--- src/rtl/core/fpe_pkg.sv ---
`default_nettype none
// ----------------------------------------------------------------------------
// fpe_pkg
// Shared constants and types for the fixed-point negative exponential pipeline.
// ----------------------------------------------------------------------------
package fpe_pkg;

   // Argument and result formats.
   localparam int FRACTION_BITS = 32;
   localparam int X_BITS        = 64;
   localparam int RESULT_BITS   = FRACTION_BITS + 1;

   // Series evaluation works at 30 fractional bits.
   localparam int TERM_FRAC_BITS  = 30;
   localparam int TERM_BITS       = TERM_FRAC_BITS + 1;
   localparam int SERIES_TERMS_DEF = 10;

   // ln 2 with 32 fractional bits.
   localparam logic [FRACTION_BITS-1:0] LN2_FIXED = 32'd2977044472;

   // The multiple of ln 2 is 0 .. FRACTION_BITS; anything at or above
   // K_LIMIT times ln 2 gives a zero result.
   localparam int K_LIMIT = FRACTION_BITS + 1;
   localparam int K_BITS  = 6;
   localparam logic [X_BITS-1:0] ZERO_LIMIT = X_BITS'(K_LIMIT) * X_BITS'(LN2_FIXED);

   // Arguments below ZERO_LIMIT fit in this many bits.
   localparam int REM_BITS = 37;

   // Reciprocal multiply for the truncating divide by a small constant.
   localparam int RECIP_SHIFT = TERM_FRAC_BITS + 4;
   localparam int RECIP_BITS  = RECIP_SHIFT + 1;

   // Bookkeeping that rides along with each item through the cells.
   typedef struct packed {
      logic              valid;
      logic              force_one;
      logic              force_zero;
      logic [K_BITS-1:0] k;
   } fpe_tag_type;

endpackage
`default_nettype wire

--- src/rtl/core/fpe_ser_cell.sv ---
`default_nettype none
// ----------------------------------------------------------------------------
// fpe_ser_cell
// One level of the nested Taylor series: term_out = 1 - (r * term_in) / N,
// clamped at zero, over two register stages.
// ----------------------------------------------------------------------------
module fpe_ser_cell #(
   parameter int DIVISOR_N = 1
) (
   input  wire logic                                clock,
   input  wire logic                                reset,
   input  wire logic                                enable,
   input  wire fpe_pkg::fpe_tag_type                tag_in,
   input  wire logic [fpe_pkg::TERM_FRAC_BITS-1:0]  r_in,
   input  wire logic [fpe_pkg::TERM_BITS-1:0]       term_in,
   output fpe_pkg::fpe_tag_type                     tag_out,
   output logic      [fpe_pkg::TERM_FRAC_BITS-1:0]  r_out,
   output logic      [fpe_pkg::TERM_BITS-1:0]       term_out
);
   import fpe_pkg::*;

   localparam int PROD_BITS = TERM_FRAC_BITS + TERM_BITS;
   localparam int QUOT_BITS = TERM_FRAC_BITS + RECIP_BITS;
   localparam logic [RECIP_BITS-1:0] RECIP = RECIP_BITS'(
      ((64'd1 << RECIP_SHIFT) + 64'(DIVISOR_N) - 64'd1) / 64'(DIVISOR_N));
   localparam logic [TERM_BITS-1:0] TERM_ONE = TERM_BITS'(1) << TERM_FRAC_BITS;

   fpe_tag_type               tag1_ff, tag2_ff;
   logic [TERM_FRAC_BITS-1:0] r1_ff, r2_ff;
   logic [PROD_BITS-1:0]      prod_ff, prod_in;
   logic [QUOT_BITS-1:0]      quot_ff, quot_in;
   logic [TERM_BITS-1:0]      quot_val;

   // r is below 2^30 and the term at most 2^30, so the product stays below 2^60.
   assign prod_in = PROD_BITS'(r_in) * PROD_BITS'(term_in);
   assign quot_in = QUOT_BITS'(prod_ff[2*TERM_FRAC_BITS-1:TERM_FRAC_BITS]) *
                    QUOT_BITS'(RECIP);

   always_ff @(posedge clock) begin
      if (reset) begin
         tag1_ff <= '0;
         tag2_ff <= '0;
      end else if (enable) begin
         tag1_ff <= tag_in;
         tag2_ff <= tag1_ff;
      end
   end

   always_ff @(posedge clock) begin
      if (enable) begin
         prod_ff <= prod_in;
         r1_ff   <= r_in;
         quot_ff <= quot_in;
         r2_ff   <= r1_ff;
      end
   end

   assign quot_val = quot_ff[RECIP_SHIFT +: TERM_BITS];

   always_comb begin
      if (quot_val >= TERM_ONE) begin
         term_out = '0;
      end else begin
         term_out = TERM_ONE - quot_val;
      end
   end

   assign tag_out = tag2_ff;
   assign r_out   = r2_ff;

endmodule
`default_nettype wire

--- config.mk ---
export PLATFORM = sky130hd
export DESIGN_NAME = fpe_ser_cell
export DESIGN_NICKNAME = d
export VERILOG_FILES = /design/src/rtl/core/fpe_pkg.sv /design/src/rtl/core/fpe_ser_cell.sv
export SDC_FILE = /design/constraint.sdc
export NUM_CORES = 2
export LEC_CHECK = 0
export BUFFER_PORTS_ARGS = -buffer_cell sky130_fd_sc_hd__buf_4
export CAP_MARGIN = 40
export CORE_ASPECT_RATIO = 2
export CORE_MARGIN = 2
export CORE_UTILIZATION = 59
export DETAILED_ROUTE_END_ITERATION = 12
export MAX_ROUTING_LAYER = met4
export PLACE_DENSITY_LB_ADDON = 0.05
export SLEW_MARGIN = 20
export SYNTH_ARGS = -nofsm -noshare
export SYNTH_HDL_FRONTEND = slang
export SYNTH_SLANG_ARGS = --single-unit
--- constraint.sdc ---
create_clock -name clock -period 7.3 [get_ports clock]
set_clock_uncertainty 0.15 [all_clocks]
set_input_delay 0.365 -clock clock [delete_from_list [all_inputs] [get_ports clock]]
set_output_delay 0.365 -clock clock [all_outputs]
set_load 0.02 [all_outputs]
======== After elaboration in Yosys (flattened, before gate mapping) ========
Index checks and enable logic that the tools add are counted.
word-level totals
  logic and storage cells ................. 16
  input bits .............................. 73
  register bits after elaboration ......... 168
operators by class
  $mul .................................... 1
  multiplexer cells ....................... 1
  $lt $le $gt $ge ......................... 1
  add/subtract/negate cells ............... 1
operators by type and width
  kind                                                                     number
  30-bit by 31-bit multiplier with 60-bit output                           1
  30-bit by 31-bit >= comparator with 1-bit output, second input constant  1
  31-bit 2-to-1 mux                                                        1
  31-bit by 30-bit subtractor with 31-bit output, first input constant     1

======== Depth between registers and ports, before layout ========
  word-level depth ........................ 2
  gate-level depth with buffers ........... 29

======== Worst setup path before layout ========
No wires, ideal clock.
  kind .................................... input to register
  start ................................... input term_in[26] (netlist bit)
  end ..................................... register prod_ff[59], data pin
  stages on the path ...................... 26
  setup time .............................. 0.260 ns
  arrival time ............................ 7.147 ns
  setup slack ............................. -0.257 ns
  required time ........................... 6.890 ns
  cell sequence ........................... clkbuf_1 > nand2_1 > fa_1 > inv_1 > fa_1 > inv_1 > fa_1 > inv_1 > fa_1 > inv_1 > fa_1 > fa_1 > fa_1 > fa_1 > inv_1 > ha_1 > a21o_1 > a21o_1 > a21oi_1 > o21ai_0 > a221oi_1 > a211oi_1 > o21a_1 > o41ai_1 > o21ba_2 > xnor2_1
on the way
  word-level cells in the longest chain between the ends .. 1
ends and longest elaborated chain
  element                                         line                source
  from (decl)                                     fpe_ser_cell.sv:15  input wire logic [fpe_pkg::TERM_BITS-1:0] term_in,
  30-bit by 31-bit multiplier with 60-bit output  fpe_ser_cell.sv:35  assign prod_in = PROD_BITS'(r_in) * PROD_BITS'(term_in);
  named net prod_in[59]                           fpe_ser_cell.sv:30  logic [PROD_BITS-1:0] prod_ff, prod_in;
  to (signal assigned)                            fpe_ser_cell.sv:51  prod_ff <= prod_in;
  to (decl)                                       fpe_ser_cell.sv:30
The timed path passes the listed nets, and every way through them passes these cells.
A chain may end at the register's enable or synchronous reset.

======== Final worst setup path ========
  start ................................... input term_in[13] (netlist bit)
  end ..................................... register prod_ff[57], data pin
The elaborated chain is that of the path after synthesis.

==> metrics.yaml <==
clock_network:
  clockBufferDepth: 2
  cts_tree: "done"
  clkTransAtPathRegs_ns: 0.08
  ctsRootBufferMaster: "clkbuf_16"
  cts-buffers-inserted: 17
  cts_sinks: 138
  htree_num_levels: 4
  worstSkewPairLatency_ns: 0.50
floorplanning:
  rows: 124
  io-pin-count: 143
  fp.dieW_um: 174
  die_y_um: 344
  die_area_um2: 59700
  core_um2: 57100
  initial_core_util_pct: 59.6
cells_and_area:
  stdcell_count: 4590
  nets: 4937
  finish.instance_area_um2: 40200
  drive_gt1_share_pct: 18.3
  final-seq-area_um2: 3960
  syn_to_final_growth_pct: 18.0
  fill_cells: 4498
  multiInputGateArea_um2: 27000
place:
  dpl.cell_count: 4504
  place_ws_ns: -1.20
  placed_cell_area_um2: 37800
  routabilityCongestion: 1.02
  io_buffers: 142
  hpwl_mm: 97.1
synthesis:
  ys.flop_type: "edfxtp_1"
  syn_inst: 3491
  syn-cell-area_um2: 34000
  yosysSeqAreaShare_pct: 11.6
  async_flop_share_pct: 0
  synth-seq-cells: 138
  synthDistinctLibCells: 54
  synth_edf_count: 120
  ys_warn_count: 0
  synth_fp_nets: 4611
  avgSynthCellArea_um2: 9.75
sta:
  final_max_slew_viol_count: 0
  grt_setup_unrepaired: "yes"
  clock.fmax_ghz: 0.133
  setup_tns_ns: -0.969
  period_needed_ns: 7.52
  max_slew.worst_pin.slew_ns: 0.818
  hold_viol: 0
  period_share_pct: 103
  maxSlewHeadroom_pct: 45.5
  finalWorstSetupSlack_ns: -0.222
  finalSetupViolCount: 6
route:
  wl_per_cell_um: 25.8
  totalWireLength_mm: 119
  avgViaCountPerCell: 5.69
  vias: 26100
  post-route-drc-count: 0
  ant_nets: 0
  detailedRoute.firstPassIterationCount: 5
  drtIter0Drc: 1664
setup_path:
  critPathBufInv: 9
  critPathRequiredTime_ns: 7.39
  critPathTopFamily: "adder cells"
  crit_path_start: "term_in[13]"
  arrival_ns: 7.61
  worstSetupStartpointType: "input pin"
  r2r_start: "prod_ff[55]"
  critPathCaptureType: "register"
  cp_common_cell: "fa_1"
  r2r-end: "quot_ff[59]"
  critical_path_class: "input pin to register"
  r2r_slack_ns: 6.35
  critPathMaxStageDelay_ns: 0.79
  path_max_fanout: 15
  r2r_cells: 0
  slowest_stage: "fa_2"
hold_path:
  holdPathEnd: "tag1_ff[3]"
  min_from: "tag_in[3]"
  min_path_cells: 3
  worst_hold_path_type: "input pin to register"
global_routing:
  grt_pass1_vias: 29900
  grt_pass1_wl_mm: 175
  grt_usage_pct: 42.5
  antenna_found_initial: 3
  grt_overflow_total: 0
  grt_max_degree: 74
status:
  failed_checks: "setup timing"
  status: "finished, violations left"
job:
  drv_cap: 0
[state kept, by name, summed over array words and instances (netlist names)]
| name | count |
|---|---|
| tag_out | 9 |
| r_out | 30 |
| quot_ff | 30 |
| r1_ff | 30 |
| prod_ff | 30 |
| tag1_ff | 9 |
[final cells by class]
cell class                      count  area share (%)
Clock buffer                       17            1.06
Inverter                          832            7.81
Sequential cell                   138            9.87
Timing Repair Buffer              496            11.2
Clock inverter                     15           0.492
Antenna cell                        4          0.0249
Tap cell                          756            2.35
Multi-Input combinational cell   2332            67.2
[layout by cell type (no fill, tap or decap), types with 20 or more instances in the layout]
cell type / synthesis / layout
and2_1: 535 / 520
xnor2_1: 39 / 39
inv_2: 0 / 24
edfxtp_1: 120 / 120
inv_1: 832 / 805
buf_12: 0 / 31
buf_6: 0 / 46
nor2_1: 51 / 49
buf_4: 1 / 390
ha_1: 241 / 221
a21oi_1: 39 / 31
xor2_1: 21 / 21
nand2_1: 425 / 419
fa_1: 806 / 741
clkbuf_16: 0 / 20
fa_2: 0 / 65
a21o_1: 22 / 22
[metrics by stage]
stage / utilization, % / hold slack, ns
finish: 70.4 / 0.0152
CTS: 68.0 / 0.00169
floorplan: - / 0.250
global route: 70.3 / 0.0184
global placement: 66.2 / 0.251
detailed placement: 66.2 / 0.255
[logic make-up (layout without fill, tap and decap cells)]
family / after synthesis / after routing / share of synthesized area (%)
xor+xnor: 60 / 60 / 1.54
mux: 19 / 19 / 0.559
fa+ha+maj: 1047 / 1047 / 56.3
compound gates: 124 / 124 / 2.34
buf+inv: 1021 / 1360 / 11.3
simple gates: 1082 / 1082 / 16.4
other cells: 0 / 4 / 0
flops: 138 / 138 / 11.6
[synth_stat cells, types with 2 or more instances]
| master | count | area share, % |
|---|---|---|
| inv_1 | 832 | 9.2 |
| fa_1 | 806 | 47 |
| and2_1 | 535 | 9.8 |
| nand2_1 | 425 | 4.7 |
| ha_1 | 241 | 8.9 |
| clkbuf_1 | 187 | 2.1 |
| edfxtp_1 | 120 | 11 |
| nor2_1 | 51 | 0.56 |
| a21oi_1 | 39 | 0.57 |
| xnor2_1 | 39 | 1.0 |
| o21ai_0 | 24 | 0.35 |
| a21o_1 | 22 | 0.49 |
| xor2_1 | 21 | 0.54 |
| mux2i_1 | 19 | 0.56 |
| dfxtp_1 | 18 | 1.1 |
| nor3_1 | 17 | 0.25 |
| nand3_1 | 13 | 0.19 |
| nand2b_1 | 7 | 0.13 |
| o21a_1 | 7 | 0.15 |
| a211oi_1 | 6 | 0.13 |
| nand4_1 | 5 | 0.092 |
| nor2b_1 | 5 | 0.092 |
| nor4_1 | 5 | 0.092 |
| a221oi_1 | 4 | 0.10 |
| o21bai_1 | 4 | 0.088 |
| o211ai_1 | 3 | 0.066 |
| or3_1 | 3 | 0.055 |
| or4_1 | 3 | 0.066 |
| or4_4 | 3 | 0.099 |
| a211o_1 | 2 | 0.051 |
| nand3b_1 | 2 | 0.044 |
[layer usage]
| layer | up-vias | global-route usage [%] | share of wire [%] |
|---|---|---|---|
| met5 | - | - | 0 |
| met2 | 1236 | 74.5 | 54 |
| met4 | 0 | 50.3 | 15 |
| met1 | 13400 | 34.2 | 26 |
| li1 | 10800 | - | - |
| met3 | 785 | 7.03 | 4.8 |
[how the worst max path moves through the flow]
stage / depth (start not counted) / slack (ns) / end
finish: 29 / -0.22 / prod_ff[57]
global route: 28 / -0.36 / prod_ff[59]
CTS: 29 / -0.19 / prod_ff[59]
detailed placement: 25 / -1.20 / prod_ff[59]
global placement: 25 / -1.09 / prod_ff[59]
floorplan: 25 / 0.02 / prod_ff[59]
[worst min-delay path, cell delays in order]
cell and delay [ns]:
buf_4 0.08, mux2i_1 0.07, nor2_1 0.09
[repair_timing]
item,in CTS,in global routing
pin swaps,36,101
setup buffers,5,33
hold buffers,9,0
hold endpoints to repair,9,0
resized for setup,69,265
gates cloned,0,4
endpoints found under the setup margin,18,22
Power is left out: the tool's default activity adds up to more than one toggle a clock period on the data nets, which glitch-free logic cannot reach.
