--- src/rtl/core/fpe_pkg.sv ---
`default_nettype none
// ----------------------------------------------------------------------------
// fpe_pkg
// Shared constants and types for the fixed-point negative exponential pipeline.
// ----------------------------------------------------------------------------
package fpe_pkg;

   // Argument and result formats.
   localparam int FRACTION_BITS = 32;
   localparam int X_BITS        = 64;
   localparam int RESULT_BITS   = FRACTION_BITS + 1;

   // Series evaluation works at 30 fractional bits.
   localparam int TERM_FRAC_BITS  = 30;
   localparam int TERM_BITS       = TERM_FRAC_BITS + 1;
   localparam int SERIES_TERMS_DEF = 10;

   // ln 2 with 32 fractional bits.
   localparam logic [FRACTION_BITS-1:0] LN2_FIXED = 32'd2977044472;

   // The multiple of ln 2 is 0 .. FRACTION_BITS; anything at or above
   // K_LIMIT times ln 2 gives a zero result.
   localparam int K_LIMIT = FRACTION_BITS + 1;
   localparam int K_BITS  = 6;
   localparam logic [X_BITS-1:0] ZERO_LIMIT = X_BITS'(K_LIMIT) * X_BITS'(LN2_FIXED);

   // Arguments below ZERO_LIMIT fit in this many bits.
   localparam int REM_BITS = 37;

   // Reciprocal multiply for the truncating divide by a small constant.
   localparam int RECIP_SHIFT = TERM_FRAC_BITS + 4;
   localparam int RECIP_BITS  = RECIP_SHIFT + 1;

   // Bookkeeping that rides along with each item through the cells.
   typedef struct packed {
      logic              valid;
      logic              force_one;
      logic              force_zero;
      logic [K_BITS-1:0] k;
   } fpe_tag_type;

endpackage
`default_nettype wire

--- src/rtl/core/fpe_div_cell.sv ---
`default_nettype none
// ----------------------------------------------------------------------------
// fpe_div_cell
// One restoring-division step: tries ln 2 scaled by 2^STEP against the
// running remainder and sets the matching quotient bit.
// ----------------------------------------------------------------------------
module fpe_div_cell #(
   parameter int STEP = 0
) (
   input  wire logic                          clock,
   input  wire logic                          reset,
   input  wire logic                          enable,
   input  wire fpe_pkg::fpe_tag_type          tag_in,
   input  wire logic [fpe_pkg::REM_BITS-1:0]  rem_in,
   output fpe_pkg::fpe_tag_type               tag_out,
   output logic      [fpe_pkg::REM_BITS-1:0]  rem_out
);
   import fpe_pkg::*;

   localparam logic [REM_BITS-1:0] DIVISOR = REM_BITS'(LN2_FIXED) << STEP;

   fpe_tag_type         tag_ff, tag_in_c;
   logic [REM_BITS-1:0] rem_ff, rem_in_c;

   always_comb begin
      tag_in_c = tag_in;
      rem_in_c = rem_in;
      if (rem_in >= DIVISOR) begin
         rem_in_c        = rem_in - DIVISOR;
         tag_in_c.k[STEP] = 1'b1;
      end
   end

   always_ff @(posedge clock) begin
      if (reset) begin
         tag_ff <= '0;
      end else if (enable) begin
         tag_ff <= tag_in_c;
      end
   end

   always_ff @(posedge clock) begin
      if (enable) begin
         rem_ff <= rem_in_c;
      end
   end

   assign tag_out = tag_ff;
   assign rem_out = rem_ff;

endmodule
`default_nettype wire

--- config.mk ---
export PLATFORM = sky130hd
export DESIGN_NAME = fpe_div_cell
export DESIGN_NICKNAME = d
export VERILOG_FILES = /design/src/rtl/core/fpe_pkg.sv /design/src/rtl/core/fpe_div_cell.sv
export SDC_FILE = /design/constraint.sdc
export NUM_CORES = 1
export LEC_CHECK = 0
export BUFFER_PORTS_ARGS = -buffer_cell sky130_fd_sc_hd__buf_2
export CORE_ASPECT_RATIO = 2
export CORE_MARGIN = 4
export CORE_UTILIZATION = 34
export DETAILED_ROUTE_END_ITERATION = 8
export PLACE_DENSITY_LB_ADDON = 0.3
export SYNTH_ARGS = -nofsm -noshare
export SYNTH_HDL_FRONTEND = slang
export SYNTH_SLANG_ARGS = --single-unit
export TNS_END_PERCENT = 1
--- constraint.sdc ---
create_clock -name clock -period 4.6 [get_ports clock]
set_input_delay 0.46 -clock clock [delete_from_list [all_inputs] [get_ports clock]]
set_output_delay 0.46 -clock clock [all_outputs]
set_load 0.02 [all_outputs]
* Yosys cells after proc, flatten, opt, wreduce, memory -nomap -nowiden
Index checks and enable logic that the tools add are counted.
Storage, ports and cells: bits in read-only memories 0, output and inout port bits 46, logic and storage cells 9, memories kept 0, bits of input ports 49, latch bits 0, bits in registers 46, memory bits (writable) 0
Operators by class: reductions and logical operators 0, divide/modulo/power cells 0, equal/unequal tests 0, bitwise operators 0, $lt $le $gt $ge 1, muxes and demuxes 2, shift operators 0, $mul 0, add/subtract/negate cells 1
Operators by type and width (number):
- $ge A37 B32 Y1 const B | 1
- $mux W37 | 1
- $sub A37 B32 Y37 const B | 1
- $mux W1 | 1

* Depth between registers and ports, before layout
Gate-level depths: netlist of the first run.
depth after elaboration 2, mapped depth 9, depth with buffers taken out 6

* Least setup slack after synthesis of the first run
OpenSTA, ideal clock, no wires.
path type input -> register, start input port rem_in[15] (netlist name), end register rem_ff[21] (netlist: rem_out[21]), data pin, stages 7, arrival time 2.666 ns, buffers on the path 1, required time 4.342 ns, setup time 0.258 ns, slack 1.676 ns, path through or4_4 or4_1 or4_1 and3_1 buf_6 or3_4 xnor2_2
Between the ends: cells in the longest elaborated chain, start to end 2, elaborated cells between the ends (all ways) 3, classes of those cells 1 x add/sub; 1 x order compare; 1 x mux
RTL lines:
- start: declaration | line fpe_div_cell.sv:14 | input wire logic [fpe_pkg::REM_BITS-1:0] rem_in,
- $sub A37 B32 Y37 / $ge A37 B32 Y1 (equally long branches) | line fpe_div_cell.sv:29, fpe_div_cell.sv:28
- $mux W37 * | line fpe_div_cell.sv:28 | if (rem_in >= DIVISOR) begin
- net rem_in_c[21] | line fpe_div_cell.sv:23 | logic [REM_BITS-1:0] rem_ff, rem_in_c;
- end signal: assignment | line fpe_div_cell.sv:44 | rem_ff <= rem_in_c;
- end: declaration | line fpe_div_cell.sv:23
The timed path passes the listed nets; every way through them passes the cells marked *. A chain may end at the register's enable or synchronous reset.

* Final worst setup path of the first run
start input port rem_in[15] (netlist name), end register rem_ff[8] (netlist: rem_out[8]), data pin
Between the ends: cells in the longest elaborated chain, start to end 2
RTL lines (line):
- $ge A37 B32 Y1 | fpe_div_cell.sv:28
- $mux W37 | fpe_div_cell.sv:28
- net rem_in_c[8] | fpe_div_cell.sv:23
The timed path passes the listed nets, and every way through them passes these cells.

==> reports/results.ini, run 1 <==
[outcome]
status = completed

[die]
die_y_um = 127
placementRows = 43
core_um2 = 6940
num_io_pins = 95
dieWidth_um = 67.7
die-area_um2 = 8620
start_util = 0.349

[yosys]
synth_most_common_cell = edfxtp_1
async_flop_share = 0
synth-main-ff-cell = edfxtp_1
ys_types = 46
synth_common_cells = edfxtp_1 (37), xnor2_1 (29), nand2_1 (21), nor2_1 (19), dfxtp_1 (9)
synth_edf_count = 37
ys_ff_latch = 46
syn_nets = 267
avgSynthCellArea_um2 = 11.2
seq_area_frac_synth = 0.533
syn-instance-count = 217
synth_warnings = 0
syn_area_um2 = 2420
synth_area_leader_cell = edfxtp_1
synthDominantCellAreaShare = 0.458
synth_area_leaders = edfxtp_1 (46%), xnor2_1 (10%), dfxtp_1 (7.4%)

[clock_tree]
ctsHoldBuffers = 0
clkTransAtPathRegs_ns = 0.06
root_buffer = clkbuf_16
cts_max_path_buffers = 2
cts_buffers = 5
cts_max_level = 2
post-cts-setup-buffers = 0
clk_latency_ns = 0.28
cts_tree = done
cts_num_sinks = 46
ctsResizeCount = 0

[final_layout]
ff_latch_area_um2 = 1290
drive_above_1_share = 0.348
area_growth_pct = 28.2
n_fill_cell = 675
nets = 359
n_antenna_cell = 0
multi_input_area_um2 = 1070
finish.utilization = 0.448

[place]
dp_hpwl_mm = 4.71
io_buffers = 94
globalplace.congestion = 0.811
dpl_worst_slack_ns = 1.24

[route]
wl_mm = 6.12
drc = 0
drt_first_pass_iters = 4
drt-initial-drc-count = 114
vias = 1996
wire_per_inst_um = 15.3
vias_per_cell = 4.99
ant_nets = 0

[power_and_ir_drop]
power_frac_comb = 0.193
power.density_nw_per_um2 = 339
clockPowerShare = 0.327
p_leak_nw = 1.29
ir_worst_vdd_mv = 0.148
p_int_mw = 0.771
total_power_mw = 1.05
swShare = 0.268
p_seq_frac = 0.480
power_switching_mw = 0.282

[global_route]
grt_max_degree = 48
grt_pass1_wl_mm = 9.33
antenna_found_initial = 0
track_usage = 0.146
grt.overflow.total = 0
grt_pass1_vias = 1987

[setup_path]
cp_max_fo = 18
crit_path_end_kind = flip-flop
crit_required_ns = 4.63
worstPathArrival_ns = 3.11
critPathLaunchType = primary input
criticalPathCategory = in -> reg

[timing]
tns_ns = 0
finalCriticalPeriod_ns = 3.08
rsz0062_at_grt = false
relSlewSlack = 0.273
setup_ws_ns = 1.52
fmaxAchievable_ghz = 0.325
hold_violations = 0
finalClockSkew_ns = 0
tightest_slew_ns = 1.09
finalCritPeriodShare = 0.670
setup_viol = 0
slew_violations = 0

[flow_run]
max_cap_violations = 0

[min_path]
hold_path.class = in -> reg

==> through the flow <==
| step | hold slack (ns) | instance area (um2) | std cells |
|---|---|---|---|
| finish | 0.370 | 3110 | 400 |
| global route | 0.367 | 3110 | 400 |
| CTS | 0.369 | 3110 | 400 |
| detailed placement | 0.475 | 2970 | 392 |
| global placement | 0.468 | 2970 | 392 |
| floorplan | 0.558 | 2420 | 217 |
==> power groups by stage <==
stage | combinational (mW) | sequential (mW) | clock, mW
2_1_floorplan | 0.0655 | 0.567 | 0
3_3_place_gp | 0.204 | 0.514 | 0
3_5_place_dp | 0.205 | 0.515 | 0
4_1_cts | 0.206 | 0.506 | 0.355
5_1_grt | 0.221 | 0.510 | 0.369
6_report | 0.203 | 0.506 | 0.344
==> final timing paths <==
path	start	to	slack, ns	cells past startpoint
max	rem_in[15]	rem_out[8]	1.52	8
min	rem_in[2]	rem_out[2]	0.37	1
max reg2reg	tag_out[0]	tag_out[0]	3.93	2
min reg2reg	tag_out[5]	tag_out[5]	0.49	2
==> placed cells by master (no fill, tap or decap), drive strengths merged, types with 2 or more instances in the layout <==
| cell type | count |
|---|---|
| a2111o | 2 |
| a211oi | 4 |
| a21o | 2 |
| a21oi | 7 |
| a221oi | 2 |
| and2 | 2 |
| and3 | 4 |
| and4 | 3 |
| buf | 95 |
| clkbuf | 5 |
| clkinv | 2 |
| dfxtp | 9 |
| edfxtp | 37 |
| inv | 3 |
| mux2i | 8 |
| nand2 | 21 |
| nand3 | 8 |
| nand4 | 6 |
| nand4b | 3 |
| nor2 | 19 |
| o211ai | 4 |
| o21ai | 6 |
| or2 | 2 |
| or3 | 3 |
| or4 | 5 |
| xnor2 | 30 |
| xor2 | 3 |
==> cell families after synthesis <==
logic type               after synthesis  synth area share
flip-flops                            46             0.533
multiplexers                           8            0.0330
XOR/XNOR                              33             0.122
AND/OR/NAND/NOR                       84             0.188
AO/OA/AOI/OAI                         32            0.0945
adder cells (fa/ha/maj)                1           0.00516
buffers and inverters                 13            0.0243
==> state kept, by name (all words and copies together), names as in the netlist <==
| register | cells |
|---|---|
| rem_out | 37 |
| tag_out | 9 |
==> critical path: stages <==
cell	delay, ns
buf_2	0.12
or4_4	0.55
or4_1	0.40
or4_1	0.53
nand3_1	0.52
buf_4	0.28
nand3_1	0.11
xnor2_1	0.15
==> cell type report <==
type | count | share of cell area
Clock buffer | 5 | 0.0403
Clock inverter | 3 | 0.00523
Inverter | 3 | 0.00362
Multi-Input combinational cell | 158 | 0.345
Sequential cell | 46 | 0.415
Tap cell | 90 | 0.0362
Timing Repair Buffer | 95 | 0.154
==> per-layer routing <==
layer / GRT usage / vias to the layer above / share of wire
li1: - / 985 / -
met1: 0.139 / 943 / 0.35
met2: 0.276 / 60 / 0.56
met3: 0.0299 / 8 / 0.062
met4: 0.0766 / 0 / 0.026
met5: 0 / - / 0
Power figures use the tool's default switching activity.
==> run 2, diff against run 1 <==
ABC_AREA = 1   (was unset)
clock period = 3 ns   (was 4.6 ns; I/O delays follow)
==> run 2 against run 1 <==
Compared with the run above:
- synthesized cell count increased by 130%
- global-route usage increased by 4.7 points
- power increased by 66%
- routed wire length increased by 78%
- core utilization decreased by 2.2 points
- worst setup slack got worse by 0.61 ns
- die area increased by 32%
- critical path depth increased by 4
- sequential cell count unchanged
- sequential share of layout area decreased by 9.2 points
- final area increased by 29%
==> reports/results.ini, run 2 <==
[outcome]
status = completed

[timing]
tns_ns = 0
hold_violations = 0
slew_violations = 0
finalCriticalPeriod_ns = 2.09
finalClockSkew_ns = 0
setup_ws_ns = 0.907
setup_viol = 0
relSlewSlack = 0.628
hold_slack_ns = 0.192
rsz0062_at_grt = false
finalCritPeriodShare = 0.698
fmaxAchievable_ghz = 0.478
tightest_slew_ns = 0.558

[clock_tree]
post-cts-setup-buffers = 0
ctsResizeCount = 0
cts_max_path_buffers = 2
cts_max_level = 2
clkTransAtPathRegs_ns = 0.07
cts_num_sinks = 46
clk_latency_ns = 0.30
ctsHoldBuffers = 0
cts_tree = done
root_buffer = clkbuf_16
cts_buffers = 5

[final_layout]
drive_above_1_share = 0.197
n_fill_cell = 1040
nets = 642
final_area_um2 = 4000
largest_reg_flops = 37
final_cell_mix = nand2_1 (207), buf_2 (94), nor2_1 (63)
finish.utilization = 0.426
area_growth_pct = 21.6
mostFrequentLayoutCell = nand2_1

[setup_path]
rr_startpoint = tag_out[0]
path_common_cell = nand2_1
worstPathArrival_ns = 2.13
rrSetupSlack_ns = 2.38
cp_max_fo = 30
slowest_stage = buf_4
worst-r2r-cell-count = 4
critPathMaxStageDelay_ns = 0.34
crit_path_end_kind = flip-flop
timing.rr.end = tag_out[0]
worstPathCellList = buf_2 -> ha_1 -> nand2_1 -> nor2_1 -> nand2_1 -> nand2_1 -> nand2_1 -> nand2_1 -> nand2_1 -> nand3_2 -> buf_4 -> o21ai_1
crit_required_ns = 3.04
critPathLaunchType = primary input
criticalPathCategory = in -> reg

[route]
wire_per_inst_um = 15.6
drt-initial-drc-count = 150
drc = 0
drt_first_pass_iters = 4
vias = 3509
vias_per_cell = 5.03
wl_mm = 10.9
ant_nets = 0

[power_and_ir_drop]
p_leak_nw = 2.00
power.density_nw_per_um2 = 438
ir_worst_vdd_mv = 0.178

[die]
core_um2 = 9380
num_io_pins = 95
start_util = 0.350
die_y_um = 147
die-area_um2 = 11400
placementRows = 50
dieWidth_um = 77.5

[yosys]
ys_types = 29
synth_most_common_cell = nand2_1
seq_area_frac_synth = 0.393
syn-instance-count = 497
synth_common_cells = nand2_1 (207), nor2_1 (63), inv_1 (52), edfxtp_1 (37), nand3_1 (28)
syn_area_um2 = 3290
syn_nets = 547
ys_ff_latch = 46
avgSynthCellArea_um2 = 6.61
synth_warnings = 0
synth-main-ff-cell = edfxtp_1
synthDominantCellAreaShare = 0.338
synth_area_leaders = edfxtp_1 (34%), nand2_1 (24%), nor2_1 (7.2%)
synth_edf_count = 37
async_flop_share = 0
synth_area_leader_cell = edfxtp_1

[place]
dp_hpwl_mm = 8.88
dpl_worst_slack_ns = 0.580
globalplace.congestion = 0.919
io_buffers = 94
dpl_cell_area_um2 = 3840

[min_path]
whs_path_depth = 1
hold_start = rem_in[0]
hold_path_end = rem_out[0]
hold_path.class = in -> reg

[global_route]
grt.overflow.total = 0
track_usage = 0.193
grt_pass1_wl_mm = 17.1
antenna_found_initial = 1
grt_max_degree = 31
grt_pass1_vias = 3546

[flow_run]
max_cap_violations = 0

## run 2: cell count changes after synthesis, sizes merged, moves of 8 or more
cell / change
a21oi: +18
xnor2: -30
xor2: +14
nor2: +46
inv: +53
nand3: +21
nand2: +186
o21ai: +12
mux2i: -8
## run 2: critical path, delay by kind of cell
kind	cells	cell delay [ns]
compound gates	1	0.14
fa+ha+maj	1	0.17
buf+inv	2	0.46
simple gates	8	1.04
## run 2: cells by family (layout without fill, tap and decap cells)
family | Yosys count | after routing | synth area share
other | 0 | 1 | 0
buffers and inverters | 66 | 162 | 0.0849
adders and majority gates | 1 | 1 | 0.00381
xor gates and xnor gates | 17 | 17 | 0.0453
AOI/OAI and AO/OA | 45 | 45 | 0.0758
DFF | 46 | 46 | 0.393
and+or+nand+nor | 322 | 322 | 0.397
## run 2: area by class of cell
class	count	area [um2]	share of cell area
multi-input combinational	385	1720	0.430
sequential	46	1290	0.323
timing repair buffer	97	493	0.123
inverter	57	214	0.0535
tap	104	130	0.0326
clock buffer	5	125	0.0313
clock inverter	3	23.8	0.00595
antenna	1	2.50	0.000626
## run 2: how the worst max path moves through the flow
stage | end | cells after the start | startpoint
after floorplan | rem_out[20] | 13 | rem_in[3]
after global placement | rem_out[18] | 12 | rem_in[3]
after detailed placement | rem_out[18] | 12 | rem_in[3]
after CTS | rem_out[18] | 12 | rem_in[3]
after global routing | rem_out[18] | 13 | rem_in[3]
final | rem_out[18] | 12 | rem_in[3]
## run 2: power by group
part | total [mW] | switching [mW] | internal [mW]
Sequential | 0.771 | 0.0140 | 0.757
Combinational | 0.401 | 0.272 | 0.128
Clock | 0.581 | 0.266 | 0.314
Total | 1.75 | 0.553 | 1.20
## run 2: through the flow
| step | power [mW] | std cells |
|---|---|---|
| CTS | 1.78 | 697 |
| finish | 1.75 | 698 |
| global route | 1.84 | 698 |
| detailed placement | 1.19 | 689 |
| floorplan | 1.02 | 497 |
| global placement | 1.18 | 689 |
## run 2: per-layer routing
layer	vias up	share of wire	track usage	routed length, um
met4	0	0.041	0.109	448
met5	-	0	0	0
li1	1768	-	-	-
met2	116	0.58	0.382	6270
met1	1593	0.34	0.183	3720
met3	32	0.042	0.0245	455
==> run 3, diff against run 2 <==
clock period = 1.97 ns   (was 3 ns; I/O delays follow)
==> run 3 against run 2 <==
Compared with the run above:
- sequential cell count unchanged
- sequential power rose by 52%
- via count is 4.2% higher
==> reports/results.ini, run 3 (synthesis gave the netlist of run 2 again) <==
[power_and_ir_drop]
p_leak_nw = 2.30
total_power_mw = 2.87
power_switching_mw = 0.833
p_int_mw = 2.03
p_seq_frac = 0.409
clockPowerShare = 0.354
swShare = 0.291
ir_worst_vdd_mv = 0.316
power.density_nw_per_um2 = 641
power_frac_comb = 0.237

[clock_tree]
clk_latency_ns = 0.29
cts_max_level = 2
cts_num_sinks = 46
cts_max_path_buffers = 2
ctsResizeCount = 0
cts_buffers = 5
ctsHoldBuffers = 0
clkTransAtPathRegs_ns = 0.07
post-cts-setup-buffers = 0
cts_tree = done
root_buffer = clkbuf_16

[outcome]
status = completed

[setup_path]
critPathLaunchType = primary input
worst-r2r-cell-count = 4
rr_startpoint = tag_out[0]
rrSetupSlack_ns = 1.34
crit_path_end_kind = flip-flop
timing.rr.end = tag_out[0]
crit_required_ns = 2.02
worstPathArrival_ns = 1.74
cp_max_fo = 22
criticalPathCategory = in -> reg

[timing]
rsz0062_at_grt = false
hold_slack_ns = 0.0963
tightest_slew_ns = 0.442
setup_ws_ns = 0.282
finalClockSkew_ns = 0
fmaxAchievable_ghz = 0.592
relSlewSlack = 0.705
hold_violations = 0
tns_ns = 0
finalCriticalPeriod_ns = 1.69
finalCritPeriodShare = 0.857
setup_viol = 0
slew_violations = 0

[route]
wire_per_inst_um = 15.2
vias_per_cell = 4.85
vias = 3658
wl_mm = 11.4
drc = 0
drt-initial-drc-count = 129
ant_nets = 0
drt_first_pass_iters = 4

[final_layout]
drive_above_1_share = 0.268
n_antenna_cell = 0
mostFrequentLayoutCell = nand2_1
final_area_um2 = 4470
nets = 699
n_fill_cell = 1031
area_growth_pct = 36.0
largest_reg_flops = 37
ff_latch_area_um2 = 1290
final_cell_mix = nand2_1 (207), buf_2 (94), nor2_1 (63)
final_cell_count_no_fill = 754
finish.utilization = 0.476
multi_input_area_um2 = 1720

[place]
dp_hpwl_mm = 9.56
io_buffers = 94
globalplace.congestion = 0.985
place_inst = 746
dpl_worst_slack_ns = -0.0495
dpl_cell_area_um2 = 4290

[global_route]
track_usage = 0.206
grt_pass1_wl_mm = 18.2
antenna_found_initial = 0
grt_max_degree = 41
grt.overflow.total = 0
grt_pass1_vias = 3742

[die]
placementRows = 50
core_um2 = 9380
dieWidth_um = 77.5
die-area_um2 = 11400
num_io_pins = 95
die_y_um = 147
start_util = 0.350

[min_path]
hold_path.class = in -> reg
hold_start = rem_in[0]
hold_path_end = rem_out[0]
whs_path_depth = 1

[flow_run]
max_cap_violations = 0

run 3: power groups by stage:
stage	logic [mW]	clock network [mW]	registers (mW)
4_1_cts	0.688	1.05	1.17
6_report	0.680	1.01	1.17
3_3_place_gp	0.680	0	1.19
5_1_grt	0.749	1.08	1.18
2_1_floorplan	0.243	0	1.32
3_5_place_dp	0.684	0	1.20
run 3: layout make-up:
type | instances | area share
Clock buffer | 7 | 0.0392
Clock inverter | 1 | 0.00196
Sequential cell | 46 | 0.289
Inverter | 57 | 0.0479
Tap cell | 104 | 0.0291
Multi-Input combinational cell | 385 | 0.384
Timing Repair Buffer | 154 | 0.209
run 3: routing by layer:
metal  global-route usage  wire length (um)
met5                    0                 0
met4                0.118               570
met3               0.0190               278
met2                0.409              6580
met1                0.198              3990
run 3: how the worst max path moves through the flow:
| stage | from | endpoint | slack [ns] |
|---|---|---|---|
| 2_1_floorplan | rem_in[3] | rem_out[20] | 0.36 |
| 3_5_place_dp | rem_in[3] | rem_out[35] | -0.05 |
| 4_1_cts | rem_in[3] | rem_out[36] | 0.26 |
| 6_report | rem_in[3] | rem_out[35] | 0.28 |
| 3_3_place_gp | rem_in[24] | rem_out[32] | -0.03 |
| 5_1_grt | rem_in[3] | rem_out[32] | 0.09 |
run 3: worst max-delay path, cell delays in order:
cell,delay (ns)
buf_2,0.10
ha_1,0.20
nand2_1,0.08
nor2_1,0.06
nand2_1,0.09
nand2_1,0.08
nand2_1,0.06
nand2_1,0.07
nand2_1,0.10
nand3_2,0.11
inv_2,0.36
buf_4,0.19
a21oi_2,0.03
